## config.mk

```make
export PLATFORM = sky130hd
export DESIGN_NAME = byte_recurrence_checksum
export DESIGN_NICKNAME = d
export VERILOG_FILES = /design/src/brc_pkg.sv /design/src/brc_term.sv /design/src/byte_recurrence_checksum.sv
export SDC_FILE = /design/constraint.sdc
export NUM_CORES = 1
export LEC_CHECK = 0
export BUFFER_PORTS_ARGS = -buffer_cell sky130_fd_sc_hd__buf_2
export CELL_PAD_IN_SITES_DETAIL_PLACEMENT = 0
export CELL_PAD_IN_SITES_GLOBAL_PLACEMENT = 1
export CORE_MARGIN = 2
export CORE_UTILIZATION = 51
export DETAILED_ROUTE_END_ITERATION = 10
export PLACE_DENSITY = 0.95
export SYNTH_ARGS = -nofsm -noshare
export SYNTH_HDL_FRONTEND = slang
export SYNTH_SLANG_ARGS = --single-unit
```

## constraint.sdc

```tcl
create_clock -name clk_i -period 14.65 [get_ports clk_i]
set_clock_uncertainty 0.1 [all_clocks]
set_input_delay 0.7325 -clock clk_i [delete_from_list [all_inputs] [get_ports clk_i]]
set_output_delay 0.7325 -clock clk_i [all_outputs]
set_load 0.02 [all_outputs]
```

## src/brc_pkg.sv

```systemverilog
package brc_pkg;

  localparam int unsigned DataW  = 8;
  localparam int unsigned TermW  = 16;
  localparam int unsigned IdxW   = 8;
  localparam int unsigned ProdW  = 26;

  localparam logic [TermW-1:0] CkMod       = 16'd65535;
  localparam logic [TermW-1:0] FirstPrev   = 16'd1;
  localparam logic [TermW-1:0] FirstOffset = 16'd7;
  localparam logic [IdxW-1:0]  FirstIdx    = 8'd1;

  // 256 * 65535 + 1: lifts a negative difference to a positive residue
  // and adds the one from the 64-bit wrap.
  localparam logic [ProdW-1:0] NegBias = 26'd16776961;

  typedef struct packed {
    logic [TermW-1:0] prev_term;
    logic [TermW-1:0] curr_term;
    logic [IdxW-1:0]  byte_index;
  } term_state_t;

  function automatic logic [IdxW-1:0] coef17(input logic [IdxW-1:0] idx);
    return idx + {idx[3:0], 4'b0000};
  endfunction

  function automatic logic [IdxW-1:0] coef31(input logic [IdxW-1:0] idx);
    return {idx[2:0], 5'b00000} - idx;
  endfunction

endpackage

```

## src/brc_term.sv

```systemverilog
module brc_term
  import brc_pkg::*;
(
  input  logic [DataW-1:0] data_byte_i,
  input  term_state_t      state_i,
  output logic [TermW-1:0] term_o
);

  logic [DataW:0]   coef_a;
  logic [IdxW-1:0]  coef_b;
  logic [24:0]      pos;
  logic [23:0]      neg;
  logic             is_neg;
  logic [ProdW-1:0] diff;
  logic [TermW:0]   fold;

  assign coef_a = {1'b0, data_byte_i} + {1'b0, coef17(state_i.byte_index)};
  assign coef_b = coef31(state_i.byte_index);
  assign pos    = {16'd0, coef_a} * {9'd0, state_i.curr_term};
  assign neg    = {16'd0, coef_b} * {8'd0, state_i.prev_term};
  assign is_neg = pos < {1'b0, neg};

  always_comb begin
    if (is_neg) begin
      diff = {1'b0, pos} + NegBias - {2'b00, neg};
    end else begin
      diff = {1'b0, pos} - {2'b00, neg};
    end
  end

  // 2^16 = 1 mod 65535: fold the high bits onto the low half
  assign fold = {1'b0, diff[TermW-1:0]} + {7'd0, diff[ProdW-1:TermW]};

  always_comb begin
    if (fold >= {1'b0, CkMod}) begin
      term_o = TermW'(fold - {1'b0, CkMod});
    end else begin
      term_o = fold[TermW-1:0];
    end
  end

endmodule

```

## src/byte_recurrence_checksum.sv

```systemverilog
// channel  | valid       | stall       | payload
// ---------+-------------+-------------+-------------------------
// input    | in_valid_i  | in_stall_o  | data_byte_i, last_byte_i
// output   | out_valid_o | out_stall_i | checksum_o
//
// One word per cycle sustained while no last word waits on the output; the
// recurrence is combinational between the input register and the state/result registers.
// A last word passes the input register, then the result register that drives checksum valid.
// Reset (async, active low) clears all control state and starts a new message.
// A last word waits in the input register while the result register is full
// and stalled; other words pass regardless of output stall.
module byte_recurrence_checksum
  import brc_pkg::*;
(
  input  logic             clk_i,
  input  logic             rst_ni,
  input  logic             in_valid_i,
  output logic             in_stall_o,
  input  logic [DataW-1:0] data_byte_i,
  input  logic             last_byte_i,
  output logic             out_valid_o,
  input  logic             out_stall_i,
  output logic [TermW-1:0] checksum_o
);

  logic             in_valid_q;
  logic [DataW-1:0] in_byte_q;
  logic             in_last_q;
  logic             at_first_q, at_first_d;
  term_state_t      state_q, state_d;
  logic             out_valid_q;
  logic [TermW-1:0] checksum_q;

  logic             out_free;
  logic             fire;
  logic             in_take;
  logic [TermW-1:0] term;
  logic [TermW-1:0] new_curr;

  brc_term u_term (
    .data_byte_i (in_byte_q),
    .state_i     (state_q),
    .term_o      (term)
  );

  assign out_free   = !out_valid_q || !out_stall_i;
  assign fire       = in_valid_q && (!in_last_q || out_free);
  assign in_stall_o = in_valid_q && !fire;
  assign in_take    = in_valid_i && !in_stall_o;
  assign new_curr   = at_first_q ? (TermW'(in_byte_q) + FirstOffset) : term;

  always_comb begin
    state_d    = state_q;
    at_first_d = at_first_q;
    if (fire) begin
      if (in_last_q) begin
        state_d.prev_term  = FirstPrev;
        state_d.curr_term  = '0;
        state_d.byte_index = '0;
        at_first_d         = 1'b1;
      end else if (at_first_q) begin
        state_d.prev_term  = FirstPrev;
        state_d.curr_term  = new_curr;
        state_d.byte_index = FirstIdx;
        at_first_d         = 1'b0;
      end else begin
        state_d.prev_term  = state_q.curr_term;
        state_d.curr_term  = new_curr;
        state_d.byte_index = state_q.byte_index + IdxW'(1);
      end
    end
  end

  always_ff @(posedge clk_i or negedge rst_ni) begin
    if (!rst_ni) begin
      in_valid_q         <= 1'b0;
      out_valid_q        <= 1'b0;
      at_first_q         <= 1'b1;
      state_q.prev_term  <= FirstPrev;
      state_q.curr_term  <= '0;
      state_q.byte_index <= '0;
    end else begin
      if (in_take) begin
        in_valid_q <= 1'b1;
      end else if (fire) begin
        in_valid_q <= 1'b0;
      end
      if (fire && in_last_q) begin
        out_valid_q <= 1'b1;
      end else if (!out_stall_i) begin
        out_valid_q <= 1'b0;
      end
      at_first_q <= at_first_d;
      state_q    <= state_d;
    end
  end

  always_ff @(posedge clk_i) begin
    if (in_take) begin
      in_byte_q <= data_byte_i;
      in_last_q <= last_byte_i;
    end
    if (fire && in_last_q) begin
      checksum_q <= new_curr;
    end
  end

  assign out_valid_o = out_valid_q;
  assign checksum_o  = checksum_q;

`ifndef ASSERT_OFF
  a_sum_range: assert property (@(posedge clk_i) disable iff (!rst_ni)
    out_valid_o |-> checksum_o != CkMod)
    else $error("checksum out of range");

  a_hold_state: assert property (@(posedge clk_i) disable iff (!rst_ni)
    in_stall_o |=> $stable(state_q) && $stable(at_first_q))
    else $error("recurrence state moved while stalled");

  a_restart: assert property (@(posedge clk_i) disable iff (!rst_ni)
    (fire && in_last_q) |=> at_first_q && out_valid_o && state_q.byte_index == '0)
    else $error("last word did not restart message");

  a_no_overwrite: assert property (@(posedge clk_i) disable iff (!rst_ni)
    (out_valid_q && out_stall_i) |-> !(fire && in_last_q))
    else $error("pending checksum overwritten");
`endif

endmodule
```

==> results.yml <==
status:
  status: "complete, no violations"
setup_path:
  worstSetupEndpoint: "checksum_o[1]$_DFFE_PP_"
  crit_path_start_kind: "register"
  cpMostUsedCell: "fa_1"
  slowest_delay_ps: 900
  worstPathMaxFanout: 28
  slowest_stage: "dfrtp_1"
  crit_arrival_ps: 13300
  crit_required_ps: 14640
  reg2reg_slack_ps: 1340
  reg2reg_from: "state_q[0]$_DFFE_PN0P_"
  regToRegEndpoint: "checksum_o[1]$_DFFE_PP_"
  rr_worst_depth: 45
  crit_start: "state_q[0]$_DFFE_PN0P_"
  critPathKind: "register to register"
  end_kind: "register"
drt:
  postRouteAntennaNets: 0
  wire_per_inst_um: 18.3
  via_count: 13200
  drc_errors: 0
  viasPerCell: 5.74
  dr.pass1.iters: 5
  totalWireLength_um: 41900
  drt-initial-drc-count: 853
grt:
  grt_usage_pct: 26.4
  grt-ovfl-total: 0
  grt_pass1_wl_um: 69200
  antenna_found_initial: 1
  grt_max_degree: 45
  grt_pass1_vias: 13600
sta:
  slew_violations: 0
  rsz0062_at_grt: "false"
  finalHoldViolations: 0
  period_share_pct: 90.9
  relSlewSlack_pct: 20.9
  setup_tns_ps: 0
  setup_viol: 0
  tightest_slew_ps: 1170
  fmax_mhz: 75.1
  fin_crit_ps: 13310
cells_and_area:
  drive_gt1_share_pct: 5.11
  multi_input_area_mm2: 0.0125
  n_antenna_cell: 0
  syn_to_final_growth_pct: 5.15
  nets: 2282
  regArea_mm2: 0.00183
  fillCellCount: 2806
  stdcell_count: 2294
clock_tree:
  cts_num_sinks: 68
  cts_tree: "done"
  cts-root-buf: "clkbuf_16"
  htreeDepth: 3
  cts_hold_buffers: 0
  cts_resized: 0
  cts_buffers: 9
  clock_latency_ps: 350
  clkTransAtPathRegs_ps: 60
  clock_tree.buffer_depth: 2
  cts_setup_buffers: 0
run:
  maxCapViolCount: 0
placement:
  gp_congestion: 0.939
  dpl.hpwl_um: 34400
  portBuffers: 30
  place_inst: 2278
synth:
  avgSynthCellArea_um2: 8.31
  synth_seq_cells: 68
  syn-num-nets: 2299
  synthCells: 1910
  yosysSeqAreaShare_pct: 11.5
  synthesis.area_mm2: 0.0159
  yosysUniqueCellTypes: 83
  yosysWarnings: 0
  ys.flop_type: "dfrtp_1"
  ys_async_sr_fraction_pct: 63.2
  synth_edf_count: 25
floorplan:
  die_h_um: 180
  rows: 64
  core_area_mm2: 0.0306
  die-area_mm2: 0.0325
  die_w_um: 180
  ios: 31
  initial_utilization_pct: 51.9
hold_path:
  min_path_type: "register to register"
state kept, by name (all words and copies together) (netlist names):
| register | flops |
|---|---|
| at_first_q | 1 |
| checksum_o | 16 |
| in_byte_q | 8 |
| in_last_q | 1 |
| in_valid_q | 1 |
| out_valid_o | 1 |
| state_q | 40 |
worst max-delay path: cells and delay by family, from the launching register on:
| family | cells | cell delay (ps) |
|---|---|---|
| adders and majority gates | 11 | 4390 |
| xor gates and xnor gates | 2 | 690 |
| DFF | 1 | 900 |
| and+or+nand+nor | 12 | 2440 |
| AOI/OAI and AO/OA | 17 | 4310 |
| buffers and inverters | 3 | 180 |
final cells by class:
| cell class | count | area share (%) |
|---|---|---|
| multi-input combinational | 1434 | 74.9 |
| sequential | 68 | 11.0 |
| inverter | 336 | 7.56 |
| tap | 396 | 2.97 |
| timing repair buffer | 44 | 1.53 |
| clock buffer | 10 | 1.37 |
| clock inverter | 6 | 0.675 |
cells in the mapped netlist, drive strengths merged, types with 20 or more instances:
master,count,share of area [%]
nor3,25,0.82
clkbuf,59,1.4
edfxtp,25,4.7
dfrtp,41,6.5
a21o,30,1.4
nor2,71,1.7
o21bai,20,0.97
and2,150,5.9
nand2,248,5.9
fa,194,24
xnor2,80,4.5
a21oi,74,2.3
inv,336,7.9
nand3,51,1.6
ha,182,14
xor2,36,2.0
o21ai,67,2.1
kinds of logic after synthesis:
family,share of synthesized area [%]
flip-flops,11.5
multiplexers,0.797
buffers and inverters,9.78
AND/OR/NAND/NOR,19.3
adder cells (fa/ha/maj),38.8
XOR/XNOR,6.59
AO/OA/AOI/OAI,13.2
layout by cell type, fill, tap and decap left out, types with 7 or more instances in the layout:
cell,synthesis,layout
clkbuf_16,0,9
a21oi_1,74,74
nand4_1,7,7
xnor2_1,79,78
nand2b_1,11,11
dfrtp_1,41,41
o21bai_1,19,19
nor2_1,71,71
buf_2,1,30
inv_1,336,336
buf_4,1,14
and3_1,16,16
a21o_1,30,30
a31oi_1,15,15
o21ai_0,61,61
xor2_1,36,36
nand2_1,248,248
nand3_1,51,51
o211ai_1,10,10
and2_1,150,150
o31ai_1,9,9
or3_1,7,7
nor3_1,24,24
fa_1,194,194
edfxtp_1,25,25
a211oi_1,9,9
ha_1,182,182
metal layers:
layer  routed length, µm  share of wire, %  GRT usage [%]  up-vias
met2               20200                48           45.1      450
met1               17600                42           34.8     6491
li1                    -                 -              -     6133
met3                2390               5.7           2.53       98
met5                   0                 0              0        -
met4                1690               4.0           10.4        0
worst min-delay path by stage:
stage | from | to | slack (ps) | depth (start not counted)
floorplan | rst_ni | in_valid_q$_DFFE_PN0P_ | 340 | 0
global placement | out_valid_o$_DFFE_PN0P_ | out_valid_o$_DFFE_PN0P_ | 400 | 2
detailed placement | out_valid_o$_DFFE_PN0P_ | out_valid_o$_DFFE_PN0P_ | 400 | 2
CTS | out_valid_o$_DFFE_PN0P_ | out_valid_o$_DFFE_PN0P_ | 420 | 2
global route | data_byte_i[5] | in_byte_q[5]$_DFFE_PP_ | 450 | 1
finish | out_valid_o$_DFFE_PN0P_ | out_valid_o$_DFFE_PN0P_ | 420 | 2
metrics by stage:
step                setup WS [ps]  hold slack [ps]  area [µm²]  utilization [%]
floorplan                    3240              337       15900                -
global placement             2020              400       16300             53.4
detailed placement           1680              405       16300             53.4
CTS                          1560              420       16700             54.5
global route                  166              454       16700             54.5
finish                       1340              416       16700             54.5
Power is left out: the tool's default activity adds up to more than one toggle a clock period on the data nets, which glitch-free logic cannot reach.
